--- config.mk ---
export PLATFORM = sky130hd
export DESIGN_NAME = script_source_tokenizer
export DESIGN_NICKNAME = d
export VERILOG_FILES = /design/src/design/sst_pkg.sv /design/src/design/sst_core.sv /design/src/design/sst_obuf.sv /design/src/design/script_source_tokenizer.sv
export SDC_FILE = /design/constraint.sdc
export NUM_CORES = 1
export LEC_CHECK = 0
export BUFFER_PORTS_ARGS = -buffer_cell sky130_fd_sc_hd__buf_2
export CORE_AREA = 2 2 217 219
export DETAILED_ROUTE_END_ITERATION = 7
export DIE_AREA = 0 0 219 221
export SETUP_SLACK_MARGIN = 0.3
export SLEW_MARGIN = 20
export SYNTH_ARGS = -nofsm -noshare
export SYNTH_HDL_FRONTEND = slang
export SYNTH_SLANG_ARGS = --single-unit
export TNS_END_PERCENT = 10
--- constraint.sdc ---
create_clock -name clk_i -period 10 [get_ports clk_i]
set_input_delay 0 -clock clk_i [delete_from_list [all_inputs] [get_ports clk_i]]
set_output_delay 0 -clock clk_i [all_outputs]
set_load 0.02 [all_outputs]
--- src/design/sst_pkg.sv ---
// Shared types, token codes and character helpers for the script source tokenizer.
// Used by sst_core, sst_obuf and script_source_tokenizer; depends on nothing.
package sst_pkg;

  // Token kinds
  localparam logic [5:0] K_PLUS     = 6'd21;
  localparam logic [5:0] K_MINUS    = 6'd22;
  localparam logic [5:0] K_TIMES    = 6'd23;
  localparam logic [5:0] K_DIVIDE   = 6'd24;
  localparam logic [5:0] K_MOD      = 6'd25;
  localparam logic [5:0] K_POW      = 6'd26;
  localparam logic [5:0] K_HASH     = 6'd27;
  localparam logic [5:0] K_EQ       = 6'd28;
  localparam logic [5:0] K_NE       = 6'd29;
  localparam logic [5:0] K_LE       = 6'd30;
  localparam logic [5:0] K_GE       = 6'd31;
  localparam logic [5:0] K_LT       = 6'd32;
  localparam logic [5:0] K_GT       = 6'd33;
  localparam logic [5:0] K_SET      = 6'd34;
  localparam logic [5:0] K_LPAREN   = 6'd35;
  localparam logic [5:0] K_RPAREN   = 6'd36;
  localparam logic [5:0] K_LBRACE   = 6'd37;
  localparam logic [5:0] K_RBRACE   = 6'd38;
  localparam logic [5:0] K_LBRACKET = 6'd39;
  localparam logic [5:0] K_RBRACKET = 6'd40;
  localparam logic [5:0] K_SEMI     = 6'd41;
  localparam logic [5:0] K_COLON    = 6'd42;
  localparam logic [5:0] K_COMMA    = 6'd43;
  localparam logic [5:0] K_DOT      = 6'd44;
  localparam logic [5:0] K_CONCAT   = 6'd45;
  localparam logic [5:0] K_DOTS     = 6'd46;
  localparam logic [5:0] K_NAME     = 6'd48;
  localparam logic [5:0] K_NUMBER   = 6'd49;
  localparam logic [5:0] K_STRING   = 6'd50;
  localparam logic [5:0] K_END      = 6'd51;
  localparam logic [5:0] K_OTHER    = 6'd52;

  // Error codes
  localparam logic [1:0] E_NONE    = 2'd0;
  localparam logic [1:0] E_STRING  = 2'd1;
  localparam logic [1:0] E_LONG    = 2'd2;
  localparam logic [1:0] E_DELIM   = 2'd3;

  // Line end characters
  localparam logic [7:0] CHAR_LF   = 8'h0A;
  localparam logic [7:0] CHAR_CR   = 8'h0D;

  localparam logic [15:0] LEN_MAX = 16'hFFFF;
  localparam int unsigned KW_COUNT = 21;
  localparam int unsigned KW_CHARS = 8;

  // Keyword text, right-aligned: last character in the low byte
  localparam logic [63:0] KW_TEXT [KW_COUNT] = '{
    "and", "break", "do", "elseif", "else", "end", "false", "for", "function",
    "if", "in", "local", "nil", "not", "or", "repeat", "return", "then", "true",
    "until", "while"
  };
  localparam logic [3:0] KW_LEN [KW_COUNT] = '{
    4'd3, 4'd5, 4'd2, 4'd6, 4'd4, 4'd3, 4'd5, 4'd3, 4'd8,
    4'd2, 4'd2, 4'd5, 4'd3, 4'd3, 4'd2, 4'd6, 4'd6, 4'd4, 4'd4,
    4'd5, 4'd5
  };

  // Scan modes, one-hot
  typedef enum logic [23:0] {
    M_IDLE       = 24'h000001,
    M_MINUS      = 24'h000002,
    M_CMT_START  = 24'h000004,
    M_CMT_BRK    = 24'h000008,
    M_CMT_SHORT  = 24'h000010,
    M_CMT_BODY   = 24'h000020,
    M_CMT_CLOSE  = 24'h000040,
    M_BRK        = 24'h000080,
    M_LSTR_FIRST = 24'h000100,
    M_LSTR_BODY  = 24'h000200,
    M_LSTR_CLOSE = 24'h000400,
    M_EQ         = 24'h000800,
    M_LT         = 24'h001000,
    M_GT         = 24'h002000,
    M_TILDE      = 24'h004000,
    M_STR        = 24'h008000,
    M_SESC       = 24'h010000,
    M_SDEC       = 24'h020000,
    M_DOT        = 24'h040000,
    M_DOT2       = 24'h080000,
    M_NUM        = 24'h100000,
    M_NUMEXP     = 24'h200000,
    M_NUMTAIL    = 24'h400000,
    M_NAME       = 24'h800000
  } sst_mode_e;

  // One token as delivered on the result channel
  typedef struct packed {
    logic [5:0]  kind;
    logic [7:0]  raw;
    logic [15:0] start;
    logic [15:0] len;
    logic [15:0] line;
    logic [1:0]  err;
    logic        last;
  } sst_res_t;

  function automatic logic is_digit(logic [7:0] b);
    return (b >= "0") && (b <= "9");
  endfunction

  function automatic logic is_alpha(logic [7:0] b);
    return ((b >= "a") && (b <= "z")) || ((b >= "A") && (b <= "Z"));
  endfunction

  function automatic logic is_word(logic [7:0] b);
    return is_alpha(b) || is_digit(b) || (b == "_");
  endfunction

  function automatic logic is_nl(logic [7:0] b);
    return (b == CHAR_LF) || (b == CHAR_CR);
  endfunction

  // Saturating length add
  function automatic logic [15:0] add_sat(logic [15:0] a, logic [16:0] k);
    logic [17:0] s;
    s = {2'b00, a} + {1'b0, k};
    return (s > {2'b00, LEN_MAX}) ? LEN_MAX : s[15:0];
  endfunction

  // Keyword lookup; w holds character j at bits [8j+:8]
  function automatic logic [5:0] kw_kind(logic [63:0] w, logic [15:0] len);
    logic [5:0] k;
    logic       hit;
    k = K_NAME;
    for (int i = KW_COUNT - 1; i >= 0; i--) begin
      hit = (len == 16'(KW_LEN[i]));
      for (int j = 0; j < KW_CHARS; j++) begin
        if ((j < int'(KW_LEN[i])) &&
            (w[8*j +: 8] != KW_TEXT[i][8*(int'(KW_LEN[i]) - 1 - j) +: 8])) begin
          hit = 1'b0;
        end
      end
      if (hit) begin
        k = 6'(i);
      end
    end
    return k;
  endfunction

endpackage

--- src/design/sst_core.sv ---
// Scanner state and the single-pass next-state and token logic for one source byte.
// Depends on sst_pkg.
module sst_core import sst_pkg::*; #(
  parameter int unsigned OFFSET_BITS = 16,
  parameter int unsigned LINE_BITS   = 16,
  parameter int unsigned WORD_CHARS  = 8,
  parameter int unsigned LEVEL_BITS  = 8
) (
  input  logic       clk_i,
  input  logic       rst_ni,
  input  logic       step_i,
  input  logic [7:0] byte_i,
  output sst_res_t   res0_o,
  output sst_res_t   res1_o,
  output logic [1:0] count_o
);

  localparam int unsigned IdxBits = $clog2(WORD_CHARS);

  sst_mode_e              mode_q, mode_d;
  logic [OFFSET_BITS-1:0] off_q, off_d;
  logic [LINE_BITS-1:0]   line_q, line_d;
  logic [OFFSET_BITS-1:0] ts_q, ts_d;
  logic [15:0]            tl_q, tl_d;
  logic [7:0]             pnl_q, pnl_d;
  logic [LEVEL_BITS-1:0]  ol_q, ol_d;
  logic [LEVEL_BITS-1:0]  cl_q, cl_d;
  logic [7:0]             qc_q, qc_d;
  logic [1:0]             ed_q, ed_d;
  logic [7:0]             wb_q [WORD_CHARS];

  logic                   wb_we;
  logic [IdxBits-1:0]     wb_idx;
  logic [7:0]             wb_ch;
  logic [63:0]            word;
  logic [OFFSET_BITS-1:0] pos, pos1;
  logic                   nl, rs, keep;
  logic                   do_close, do_body, do_str, do_scmt;
  logic                   p_en, i_en;
  sst_res_t               p_res, i_res;
  logic [5:0]             op_k;

  function automatic logic [LEVEL_BITS-1:0] lvl_inc(logic [LEVEL_BITS-1:0] v);
    return (v == '1) ? v : v + LEVEL_BITS'(1);
  endfunction

  function automatic sst_res_t mk(logic [5:0] k, logic [7:0] r, logic [15:0] s,
                                  logic [15:0] l, logic [15:0] ln, logic [1:0] e);
    sst_res_t t;
    t.kind  = k;
    t.raw   = r;
    t.start = s;
    t.len   = l;
    t.line  = ln;
    t.err   = e;
    t.last  = 1'b0;
    return t;
  endfunction

  // Gather the first keyword-length characters of the word buffer
  always_comb begin
    for (int j = 0; j < KW_CHARS; j++) begin
      word[8*j +: 8] = wb_q[j];
    end
  end

  // Next state and tokens for one byte
  always_comb begin
    mode_d  = mode_q;
    ts_d    = ts_q;
    tl_d    = tl_q;
    ol_d    = ol_q;
    cl_d    = cl_q;
    qc_d    = qc_q;
    ed_d    = ed_q;
    pnl_d   = pnl_q;
    line_d  = line_q;
    pos     = off_q;
    pos1    = off_q + OFFSET_BITS'(1);
    off_d   = pos1;
    nl      = is_nl(byte_i);
    rs      = 1'b0;
    keep    = 1'b0;
    do_close = 1'b0;
    do_body = 1'b0;
    do_str  = 1'b0;
    do_scmt = 1'b0;
    p_en    = 1'b0;
    i_en    = 1'b0;
    p_res   = '0;
    i_res   = '0;
    wb_we   = 1'b0;
    wb_idx  = '0;
    wb_ch   = byte_i;
    op_k    = '0;

    if (nl && (pnl_q != 8'd0) && (byte_i != pnl_q)) begin
      // Absorb the second half of a CR/LF or LF/CR pair
      if ((mode_q == M_LSTR_BODY) && (tl_q == 16'd0) && (ts_q == pos)) begin
        ts_d = pos1;
      end
      pnl_d = 8'd0;
    end else begin
      case (mode_q)
        M_MINUS: begin
          if (byte_i == "-") begin
            mode_d = M_CMT_START;
          end else begin
            p_en = 1'b1;
            p_res = mk(K_MINUS, 8'd0, 16'(ts_q), 16'd0, 16'(line_q), E_NONE);
            mode_d = M_IDLE;
            rs = 1'b1;
          end
        end
        M_CMT_START: begin
          if (byte_i == "[") begin
            mode_d = M_CMT_BRK;
            ol_d = '0;
          end else begin
            do_scmt = 1'b1;
          end
        end
        M_CMT_BRK: begin
          if (byte_i == "=") begin
            ol_d = lvl_inc(ol_q);
          end else if (byte_i == "[") begin
            mode_d = M_CMT_BODY;
          end else begin
            do_scmt = 1'b1;
          end
        end
        M_CMT_SHORT: do_scmt = 1'b1;
        M_CMT_BODY: do_body = 1'b1;
        M_CMT_CLOSE: do_close = 1'b1;
        M_BRK: begin
          if (byte_i == "=") begin
            ol_d = lvl_inc(ol_q);
          end else if (byte_i == "[") begin
            mode_d = M_LSTR_FIRST;
            ts_d = pos1;
            tl_d = 16'd0;
          end else begin
            p_en = 1'b1;
            if (ol_q == '0) begin
              p_res = mk(K_LBRACKET, 8'd0, 16'(ts_q), 16'd0, 16'(line_q), E_NONE);
            end else begin
              p_res = mk(K_STRING, 8'd0, 16'(ts_q), 16'd0, 16'(line_q), E_DELIM);
            end
            mode_d = M_IDLE;
            rs = 1'b1;
          end
        end
        M_LSTR_FIRST: begin
          keep = 1'b1;
          if (nl) begin
            ts_d = pos1;
            mode_d = M_LSTR_BODY;
          end else begin
            do_body = 1'b1;
          end
        end
        M_LSTR_BODY: begin
          keep = 1'b1;
          do_body = 1'b1;
        end
        M_LSTR_CLOSE: begin
          keep = 1'b1;
          do_close = 1'b1;
        end
        M_EQ, M_LT, M_GT, M_TILDE: begin
          mode_d = M_IDLE;
          p_en = 1'b1;
          if (byte_i == "=") begin
            case (mode_q)
              M_EQ:    op_k = K_EQ;
              M_LT:    op_k = K_LE;
              M_GT:    op_k = K_GE;
              default: op_k = K_NE;
            endcase
            p_res = mk(op_k, 8'd0, 16'(ts_q), 16'd0, 16'(line_q), E_NONE);
          end else begin
            rs = 1'b1;
            case (mode_q)
              M_EQ:    op_k = K_SET;
              M_LT:    op_k = K_LT;
              M_GT:    op_k = K_GT;
              default: op_k = K_OTHER;
            endcase
            p_res = mk(op_k, (op_k == K_OTHER) ? 8'("~") : 8'd0, 16'(ts_q), 16'd0,
                       16'(line_q), E_NONE);
          end
        end
        M_STR: do_str = 1'b1;
        M_SESC: begin
          mode_d = M_STR;
          if (byte_i == 8'd0) begin
            p_en = 1'b1;
            p_res = mk(K_STRING, 8'd0, 16'(ts_q), tl_q, 16'(line_q), E_STRING);
            mode_d = M_IDLE;
            rs = 1'b1;
          end else if (is_digit(byte_i)) begin
            ed_d = 2'd1;
            mode_d = M_SDEC;
          end else begin
            tl_d = add_sat(tl_q, 17'd1);
          end
        end
        M_SDEC: begin
          if (is_digit(byte_i) && (ed_q < 2'd3)) begin
            ed_d = ed_q + 2'd1;
            if (ed_q == 2'd2) begin
              tl_d = add_sat(tl_q, 17'd1);
              ed_d = 2'd0;
              mode_d = M_STR;
            end
          end else begin
            tl_d = add_sat(tl_q, 17'd1);
            ed_d = 2'd0;
            mode_d = M_STR;
            do_str = 1'b1;
          end
        end
        M_DOT: begin
          if (byte_i == ".") begin
            mode_d = M_DOT2;
          end else if (is_digit(byte_i)) begin
            mode_d = M_NUM;
            tl_d = 16'd2;
          end else begin
            p_en = 1'b1;
            p_res = mk(K_DOT, 8'd0, 16'(ts_q), 16'd0, 16'(line_q), E_NONE);
            mode_d = M_IDLE;
            rs = 1'b1;
          end
        end
        M_DOT2: begin
          mode_d = M_IDLE;
          p_en = 1'b1;
          if (byte_i == ".") begin
            p_res = mk(K_DOTS, 8'd0, 16'(ts_q), 16'd0, 16'(line_q), E_NONE);
          end else begin
            p_res = mk(K_CONCAT, 8'd0, 16'(ts_q), 16'd0, 16'(line_q), E_NONE);
            rs = 1'b1;
          end
        end
        M_NUM: begin
          if (is_digit(byte_i) || (byte_i == ".")) begin
            tl_d = add_sat(tl_q, 17'd1);
          end else if ((byte_i == "e") || (byte_i == "E")) begin
            tl_d = add_sat(tl_q, 17'd1);
            mode_d = M_NUMEXP;
          end else if (is_word(byte_i)) begin
            tl_d = add_sat(tl_q, 17'd1);
            mode_d = M_NUMTAIL;
          end else begin
            p_en = 1'b1;
            p_res = mk(K_NUMBER, 8'd0, 16'(ts_q), tl_q, 16'(line_q), E_NONE);
            mode_d = M_IDLE;
            rs = 1'b1;
          end
        end
        M_NUMEXP: begin
          if ((byte_i == "+") || (byte_i == "-") || is_word(byte_i)) begin
            tl_d = add_sat(tl_q, 17'd1);
            mode_d = M_NUMTAIL;
          end else begin
            p_en = 1'b1;
            p_res = mk(K_NUMBER, 8'd0, 16'(ts_q), tl_q, 16'(line_q), E_NONE);
            mode_d = M_IDLE;
            rs = 1'b1;
          end
        end
        M_NUMTAIL: begin
          if (is_word(byte_i)) begin
            tl_d = add_sat(tl_q, 17'd1);
          end else begin
            p_en = 1'b1;
            p_res = mk(K_NUMBER, 8'd0, 16'(ts_q), tl_q, 16'(line_q), E_NONE);
            mode_d = M_IDLE;
            rs = 1'b1;
          end
        end
        M_NAME: begin
          if (is_word(byte_i)) begin
            if (tl_q < 16'(WORD_CHARS)) begin
              wb_we = 1'b1;
              wb_idx = tl_q[IdxBits-1:0];
            end
            tl_d = add_sat(tl_q, 17'd1);
          end else begin
            p_en = 1'b1;
            p_res = mk((tl_q > 16'(KW_CHARS)) ? K_NAME : kw_kind(word, tl_q), 8'd0,
                       16'(ts_q), tl_q, 16'(line_q), E_NONE);
            mode_d = M_IDLE;
            rs = 1'b1;
          end
        end
        default: begin
          mode_d = M_IDLE;
          rs = 1'b1;
        end
      endcase

      // Closing bracket run of a long string or comment
      if (do_close) begin
        if (byte_i == "=") begin
          cl_d = lvl_inc(cl_q);
        end else if (byte_i == "]") begin
          if (cl_q == ol_q) begin
            if (keep) begin
              p_en = 1'b1;
              p_res = mk(K_STRING, 8'd0, 16'(ts_q), tl_q, 16'(line_q), E_NONE);
            end
            mode_d = M_IDLE;
          end else begin
            if (keep) begin
              tl_d = add_sat(tl_q, 17'(cl_q) + 17'd1);
            end
            cl_d = '0;
          end
        end else begin
          if (keep) begin
            tl_d = add_sat(tl_q, 17'(cl_q) + 17'd1);
          end
          do_body = 1'b1;
        end
      end

      // Body byte of a long string or comment
      if (do_body) begin
        mode_d = keep ? M_LSTR_BODY : M_CMT_BODY;
        if (byte_i == 8'd0) begin
          mode_d = M_IDLE;
          p_en = 1'b1;
          if (keep) begin
            p_res = mk(K_STRING, 8'd0, 16'(ts_q), tl_d, 16'(line_q), E_LONG);
            rs = 1'b1;
          end else begin
            p_res = mk(K_END, 8'd0, 16'(pos), 16'd0, 16'(line_q), E_LONG);
          end
        end else if (byte_i == "]") begin
          mode_d = keep ? M_LSTR_CLOSE : M_CMT_CLOSE;
          cl_d = '0;
        end else if (keep) begin
          tl_d = add_sat(tl_d, 17'd1);
        end
      end

      // Short string content byte
      if (do_str) begin
        if (byte_i == qc_q) begin
          p_en = 1'b1;
          p_res = mk(K_STRING, 8'd0, 16'(ts_q), tl_d, 16'(line_q), E_NONE);
          mode_d = M_IDLE;
        end else if ((byte_i == 8'd0) || nl) begin
          p_en = 1'b1;
          p_res = mk(K_STRING, 8'd0, 16'(ts_q), tl_d, 16'(line_q), E_STRING);
          mode_d = M_IDLE;
          rs = 1'b1;
        end else if (byte_i == "\\") begin
          mode_d = M_SESC;
        end else begin
          tl_d = add_sat(tl_d, 17'd1);
        end
      end

      // Short comment byte
      if (do_scmt) begin
        mode_d = M_CMT_SHORT;
        if ((byte_i == 8'd0) || nl) begin
          mode_d = M_IDLE;
          rs = 1'b1;
        end
      end

      // Rescan the byte as the start of a new token
      if (rs) begin
        ts_d = pos;
        tl_d = 16'd0;
        op_k = '0;
        case (byte_i)
          "+":       op_k = K_PLUS;
          "*":       op_k = K_TIMES;
          "/", "\\": op_k = K_DIVIDE;
          "%":       op_k = K_MOD;
          "^":       op_k = K_POW;
          "#":       op_k = K_HASH;
          "(":       op_k = K_LPAREN;
          ")":       op_k = K_RPAREN;
          "{":       op_k = K_LBRACE;
          "}":       op_k = K_RBRACE;
          "]":       op_k = K_RBRACKET;
          ";":       op_k = K_SEMI;
          ":":       op_k = K_COLON;
          ",":       op_k = K_COMMA;
          default:   op_k = '0;
        endcase
        if (nl || (byte_i == " ") || (byte_i == 8'h09) || (byte_i == 8'h0B) ||
            (byte_i == 8'h0C)) begin
          // skip whitespace
        end else if (byte_i == 8'd0) begin
          i_en = 1'b1;
          i_res = mk(K_END, 8'd0, 16'(pos), 16'd0, 16'(line_q), E_NONE);
        end else if (byte_i == "-") begin
          mode_d = M_MINUS;
        end else if (byte_i == "[") begin
          mode_d = M_BRK;
          ol_d = '0;
        end else if (byte_i == "=") begin
          mode_d = M_EQ;
        end else if (byte_i == "<") begin
          mode_d = M_LT;
        end else if (byte_i == ">") begin
          mode_d = M_GT;
        end else if (byte_i == "~") begin
          mode_d = M_TILDE;
        end else if (byte_i == ".") begin
          mode_d = M_DOT;
        end else if ((byte_i == "\"") || (byte_i == "'")) begin
          mode_d = M_STR;
          qc_d = byte_i;
          ts_d = pos1;
        end else if (op_k != 6'd0) begin
          i_en = 1'b1;
          i_res = mk(op_k, 8'd0, 16'(pos), 16'd0, 16'(line_q), E_NONE);
        end else if (is_digit(byte_i)) begin
          mode_d = M_NUM;
          tl_d = 16'd1;
        end else if (is_alpha(byte_i) || (byte_i == "_")) begin
          mode_d = M_NAME;
          tl_d = 16'd1;
          wb_we = 1'b1;
          wb_idx = '0;
        end else begin
          i_en = 1'b1;
          i_res = mk(K_OTHER, byte_i, 16'(pos), 16'd0, 16'(line_q), E_NONE);
        end
      end

      // Count the line end after the tokens it closes
      if (nl) begin
        if (line_q != '1) begin
          line_d = line_q + LINE_BITS'(1);
        end
        pnl_d = byte_i;
      end else begin
        pnl_d = 8'd0;
      end
    end
  end

  // Order the pending token ahead of the rescanned one and mark the last
  always_comb begin
    res0_o = p_en ? p_res : i_res;
    res1_o = i_res;
    res0_o.last = !(p_en && i_en);
    res1_o.last = 1'b1;
    count_o = {1'b0, p_en} + {1'b0, i_en};
  end

  // Advance scanner state
  always_ff @(posedge clk_i or negedge rst_ni) begin
    if (!rst_ni) begin
      mode_q <= M_IDLE;
      off_q  <= '0;
      line_q <= LINE_BITS'(1);
      ts_q   <= '0;
      tl_q   <= '0;
      pnl_q  <= '0;
      ol_q   <= '0;
      cl_q   <= '0;
      qc_q   <= '0;
      ed_q   <= '0;
    end else if (step_i) begin
      mode_q <= mode_d;
      off_q  <= off_d;
      line_q <= line_d;
      ts_q   <= ts_d;
      tl_q   <= tl_d;
      pnl_q  <= pnl_d;
      ol_q   <= ol_d;
      cl_q   <= cl_d;
      qc_q   <= qc_d;
      ed_q   <= ed_d;
    end
  end

  // Word buffer for keyword matching
  always_ff @(posedge clk_i or negedge rst_ni) begin
    if (!rst_ni) begin
      for (int i = 0; i < WORD_CHARS; i++) begin
        wb_q[i] <= '0;
      end
    end else if (step_i && wb_we) begin
      for (int i = 0; i < WORD_CHARS; i++) begin
        if (wb_idx == IdxBits'(i)) begin
          wb_q[i] <= wb_ch;
        end
      end
    end
  end

endmodule

--- src/design/sst_obuf.sv ---
// Two-entry result buffer that hands tokens out one transaction at a time.
// Depends on sst_pkg.
module sst_obuf import sst_pkg::*; (
  input  logic       clk_i,
  input  logic       rst_ni,
  input  logic       push_i,
  input  logic [1:0] count_i,
  input  sst_res_t   res0_i,
  input  sst_res_t   res1_i,
  input  logic       ready_i,
  output logic       valid_o,
  output logic [1:0] count_o,
  output sst_res_t   head_o
);

  logic [1:0] cnt_q, cnt_d;
  sst_res_t   s0_q, s0_d, s1_q, s1_d;
  logic       pop;

  assign valid_o = (cnt_q != 2'd0);
  assign count_o = cnt_q;
  assign head_o  = s0_q;
  assign pop     = valid_o && ready_i;

  // Load a fresh pair or shift the second token forward
  always_comb begin
    cnt_d = cnt_q;
    s0_d  = s0_q;
    s1_d  = s1_q;
    if (push_i) begin
      cnt_d = count_i;
      s0_d  = res0_i;
      s1_d  = res1_i;
    end else if (pop) begin
      cnt_d = cnt_q - 2'd1;
      s0_d  = s1_q;
    end
  end

  always_ff @(posedge clk_i or negedge rst_ni) begin
    if (!rst_ni) begin
      cnt_q <= '0;
    end else begin
      cnt_q <= cnt_d;
    end
  end

  always_ff @(posedge clk_i) begin
    s0_q <= s0_d;
    s1_q <= s1_d;
  end

endmodule

--- src/design/script_source_tokenizer.sv ---
// Top level of the streaming script source tokenizer: input register, scanner, result buffer.
// Depends on sst_pkg, sst_core and sst_obuf.
//
//   channel  | direction | handshake                      | payload
//   source   | in        | source_valid_i/source_ready_o  | source_byte_i
//   token    | out       | token_valid_o/token_ready_i    | token_kind_o ... last_of_run_o
//
// One byte is scanned per cycle while the result buffer can take its tokens, in a single
// pass from the input register to the result buffer; a byte gives zero, one or two tokens.
// A byte giving two tokens occupies the result buffer for two output transactions before
// the next byte is scanned. Reset returns the scanner to idle, offset 0 and line 1 at once;
// no clearing pass. A byte's tokens pass through the input register and the result buffer.
module script_source_tokenizer import sst_pkg::*; #(
  parameter int unsigned OFFSET_BITS = 16,
  parameter int unsigned LINE_BITS   = 16,
  parameter int unsigned WORD_CHARS  = 8,
  parameter int unsigned LEVEL_BITS  = 8
) (
  input  logic        clk_i,
  input  logic        rst_ni,
  input  logic        source_valid_i,
  output logic        source_ready_o,
  input  logic [7:0]  source_byte_i,
  output logic        token_valid_o,
  input  logic        token_ready_i,
  output logic [5:0]  token_kind_o,
  output logic [7:0]  raw_char_o,
  output logic [15:0] span_start_o,
  output logic [15:0] span_length_o,
  output logic [15:0] line_count_o,
  output logic [1:0]  error_code_o,
  output logic        last_of_run_o
);

  logic       in_v_q;
  logic [7:0] byte_q;
  logic       step;
  logic [1:0] buf_cnt, res_cnt;
  sst_res_t   res0, res1, head;

  // Scan when the buffer is empty, or drains its last token this cycle
  assign step = in_v_q && ((buf_cnt == 2'd0) || ((buf_cnt == 2'd1) && token_ready_i));
  assign source_ready_o = !in_v_q || step;

  // Hold the accepted byte
  always_ff @(posedge clk_i or negedge rst_ni) begin
    if (!rst_ni) begin
      in_v_q <= 1'b0;
    end else if (source_ready_o) begin
      in_v_q <= source_valid_i;
    end
  end

  always_ff @(posedge clk_i) begin
    if (source_ready_o && source_valid_i) begin
      byte_q <= source_byte_i;
    end
  end

  sst_core #(
    .OFFSET_BITS (OFFSET_BITS),
    .LINE_BITS   (LINE_BITS),
    .WORD_CHARS  (WORD_CHARS),
    .LEVEL_BITS  (LEVEL_BITS)
  ) u_core (
    .clk_i   (clk_i),
    .rst_ni  (rst_ni),
    .step_i  (step),
    .byte_i  (byte_q),
    .res0_o  (res0),
    .res1_o  (res1),
    .count_o (res_cnt)
  );

  sst_obuf u_obuf (
    .clk_i   (clk_i),
    .rst_ni  (rst_ni),
    .push_i  (step),
    .count_i (res_cnt),
    .res0_i  (res0),
    .res1_i  (res1),
    .ready_i (token_ready_i),
    .valid_o (token_valid_o),
    .count_o (buf_cnt),
    .head_o  (head)
  );

  assign token_kind_o  = head.kind;
  assign raw_char_o    = head.raw;
  assign span_start_o  = head.start;
  assign span_length_o = head.len;
  assign line_count_o  = head.line;
  assign error_code_o  = head.err;
  assign last_of_run_o = head.last;

endmodule

==> metrics.csv <==
metric;value;unit
CP Launch Type;register;
Die X;219;um
Cells after Synth;2276;
TNS Setup;0;ns
first-pass GRT wire length;112;mm
antenna violations before repair;0;
Initial Util;44.4;%
synthesized-area fraction occupied by adder cells;1.63;%
GR Overflow Total;0;
Synth cell types;116;
Synth Register Bits;308;
max_slew headroom;25.5;%
Post-Synth Simple-Gate Area;28.9;%
part of the Yosys area used for sequential elements;40.6;%
Post-synth EDFFs;119;
Worst-Skew Late Latency;0.57;ns
Post-Synthesis Net Count;2314;
fin crit share;71.1;%
Boundary Pins;79;
achievable frequency;141;MHz
vias in the first global route;18000;
final hold slack;0.149;ns
post_cts resized;0;
crit path DAT;7.58;ns
Worst-path clk slew;0.06;ns
CTS root buffer;clkbuf_16;
final setup fails;0;
Core Region;0.0461;mm^2
Synth Warn #;0;
Vias/cell;6.38;
antenna cell count;0;
detailed placer's ending HPWL;53.8;mm
slack of the critical path;2.89;ns
Leakage Power;9.43;nW
syn_area_per_cell;8.99;um^2
xor/xnor cell area share of the yosys netlist;5.26;%
DRC Markers;0;
Worst-Margin Slew;1.11;ns
largest net degree at the start of global routing;80;
Mapped Area;0.0205;mm^2
clock skew;0.0194;ns
die footprint;0.0484;mm^2
HP Class;input port to register;
Nets;2345;
FF+latch area;0.00831;mm^2
chip height;221;um
worst-path fanout max;23;
Bufs on Longest Clock Path;3;
fin crit period;7.11;ns
final hold vios;0;
crit path kind;register to register;
Multi-input gate area;0.0115;mm^2
Area Overhead vs Synth;11.4;%
Routed WL per cell;24.7;um
all-layer global routing usage;29.9;%
Critical Path Sink Type;register;
main combinational cell family by area after synthesis;simple AND/OR/NAND/NOR gates;
mux contribution to synthesized area;3.91;%
share of layout cells above drive strength 1;13.9;%
Final Util;49.5;%
DRT Pass-1 Iters;6;
Fill cells;4366;
max cap viols;0;
RSZ-0062 raised after global routing;no;
setup slack, reg-to-reg;2.89;ns
clock sink count;308;
VDD IR-drop max;0.170;mV
CTS Buf Count;38;
IO buf count;78;
data required time of the worst path;10.47;ns
clock tree from TritonCTS;done;
fraction of registers with async set/reset;61.4;%
WL final;72.8;mm
Synth Area in Compound Gates;16.2;%
row count;79;
H-tree level count;2;
Power Total;5.11;mW
status;complete, no violations;
GP Congestion;1.00;
Most used DFF post-synth;dfrtp_1;
Routed Antenna Nets;0;
pwr dens;224;mW/mm^2
pre-CTS WS;3.14;ns
DRT iter0 DRCs;2078;
Final Max Tran Viols;0;
total number of vias;18800;
==> worst paths after layout <==
path	from	endpoint	cells past startpoint
setup / recovery	byte_q[5]$_DFFE_PP_	u_core.tl_q[12]$_DFFE_PN0P_	21
hold / removal	source_byte_i[6]	byte_q[6]$_DFFE_PP_	2
setup reg to reg	byte_q[5]$_DFFE_PP_	u_core.tl_q[12]$_DFFE_PN0P_	21
hold reg to reg	u_core.wb_q[31]$_DFFE_PN0P_	u_core.wb_q[31]$_DFFE_PN0P_	1
max in group asynchronous	rst_ni	u_core.tl_q[10]$_DFFE_PN0P_	4
min in group asynchronous	rst_ni	in_v_q$_DFFE_PN0N_	3
==> power breakdown <==
part	switching (mW)	internal [mW]
clock	0.579	0.876
combinational	1.27	0.520
sequential	0.185	1.68
==> flip-flops by register name, summed over array words and instances (netlist names) <==
register        cells
byte_q              8
in_v_q              1
u_core.cl_q         8
u_core.ed_q         2
u_core.line_q      16
u_core.mode_q      24
u_core.off_q       16
u_core.ol_q         8
u_core.pnl_q        8
u_core.qc_q         8
u_core.tl_q        16
u_core.ts_q        16
u_core.wb_q        64
u_obuf.count_o      2
u_obuf.head_o      65
u_obuf.s1_q        46
==> through the flow <==
step                      instance area, um^2  cells
after floorplan                         20500   2276
after global placement                  21400   2861
after detailed placement                21400   2861
after CTS                               22800   2944
after global routing                    22800   2944
final                                   22800   2944
==> cell families (layout without fill, tap and decap cells) <==
group           after synthesis  after routing
simple gates               1107           1107
flops                       308            308
fa+ha+maj                    26             26
compound gates              463            463
xor+xnor                    123            123
mux                          71             71
buf+inv                     178            239
==> cell type report <==
cell class,count,share of cell area (%)
multi-input combinational,1790,50.3
timing repair buffer,128,3.54
clock buffer,48,4.56
sequential,308,36.4
inverter,41,0.675
clock inverter,22,1.17
tap,607,3.33
==> what timing repair did <==
action,in CTS,in global routing
endpoints found under the hold margin,68,0
setup endpoints to repair,0,0
setup buffers,0,0
hold buffers,13,0
==> critical path, stage by stage (launching register included) <==
cell and delay (ns):
edfxtp_1 0.84, nor4bb_1 0.91, nand2_1 0.48, o31ai_1 0.33, o21ai_0 0.40, a32oi_1 0.30
a21o_1 0.14, o21a_1 0.23, ha_1 0.32, inv_1 0.11, a31oi_1 0.14, a21boi_1 0.31
and2_1 0.23, and4_1 0.35, nor2_1 0.07, a21oi_1 0.34, ha_1 0.35, nand2_1 0.11
a21oi_1 0.25, nand2_1 0.15, or4_1 0.55, o211ai_1 0.11
==> routing by layer <==
metal / global-route usage (%) / up-vias / wire, um
met5: 0 / - / 0
met4: 9.46 / 0 / 2440
met3: 5.31 / 171 / 5990
met2: 45.7 / 923 / 32000
met1: 43.0 / 9162 / 32300
li1: - / 8525 / -
==> cells in the mapped netlist, types with 45 or more instances <==
master,n,area (um^2)
clkbuf_1,104,390
edfxtp_1,119,3570
nand4_1,53,332
dfrtp_1,187,4680
nor3_1,68,340
nor2_1,205,769
xnor2_1,78,683
o21ai_0,103,515
nand3_1,130,651
a21oi_1,80,400
mux2_2,62,698
and3_1,80,500
xor2_1,45,394
nand2_1,262,983
==> layout by cell type, fill, tap and decap left out, types with 24 or more instances in the layout <==
cell type / count
mux2_2: 61
nand2_1: 262
and3_1: 80
o21ai_0: 103
nor2_1: 203
a22o_1: 28
a31oi_1: 24
and2_1: 43
edfxtp_1: 119
inv_1: 40
buf_2: 77
clkbuf_16: 40
nor4_1: 37
nor3_1: 68
a21oi_1: 80
nand3_1: 130
xor2_1: 45
nand4_1: 53
nor2b_1: 29
buf_4: 37
xnor2_1: 78
nand2b_1: 32
dfrtp_1: 187
ha_1: 25
No activity file was read; power rests on OpenSTA's default activity.
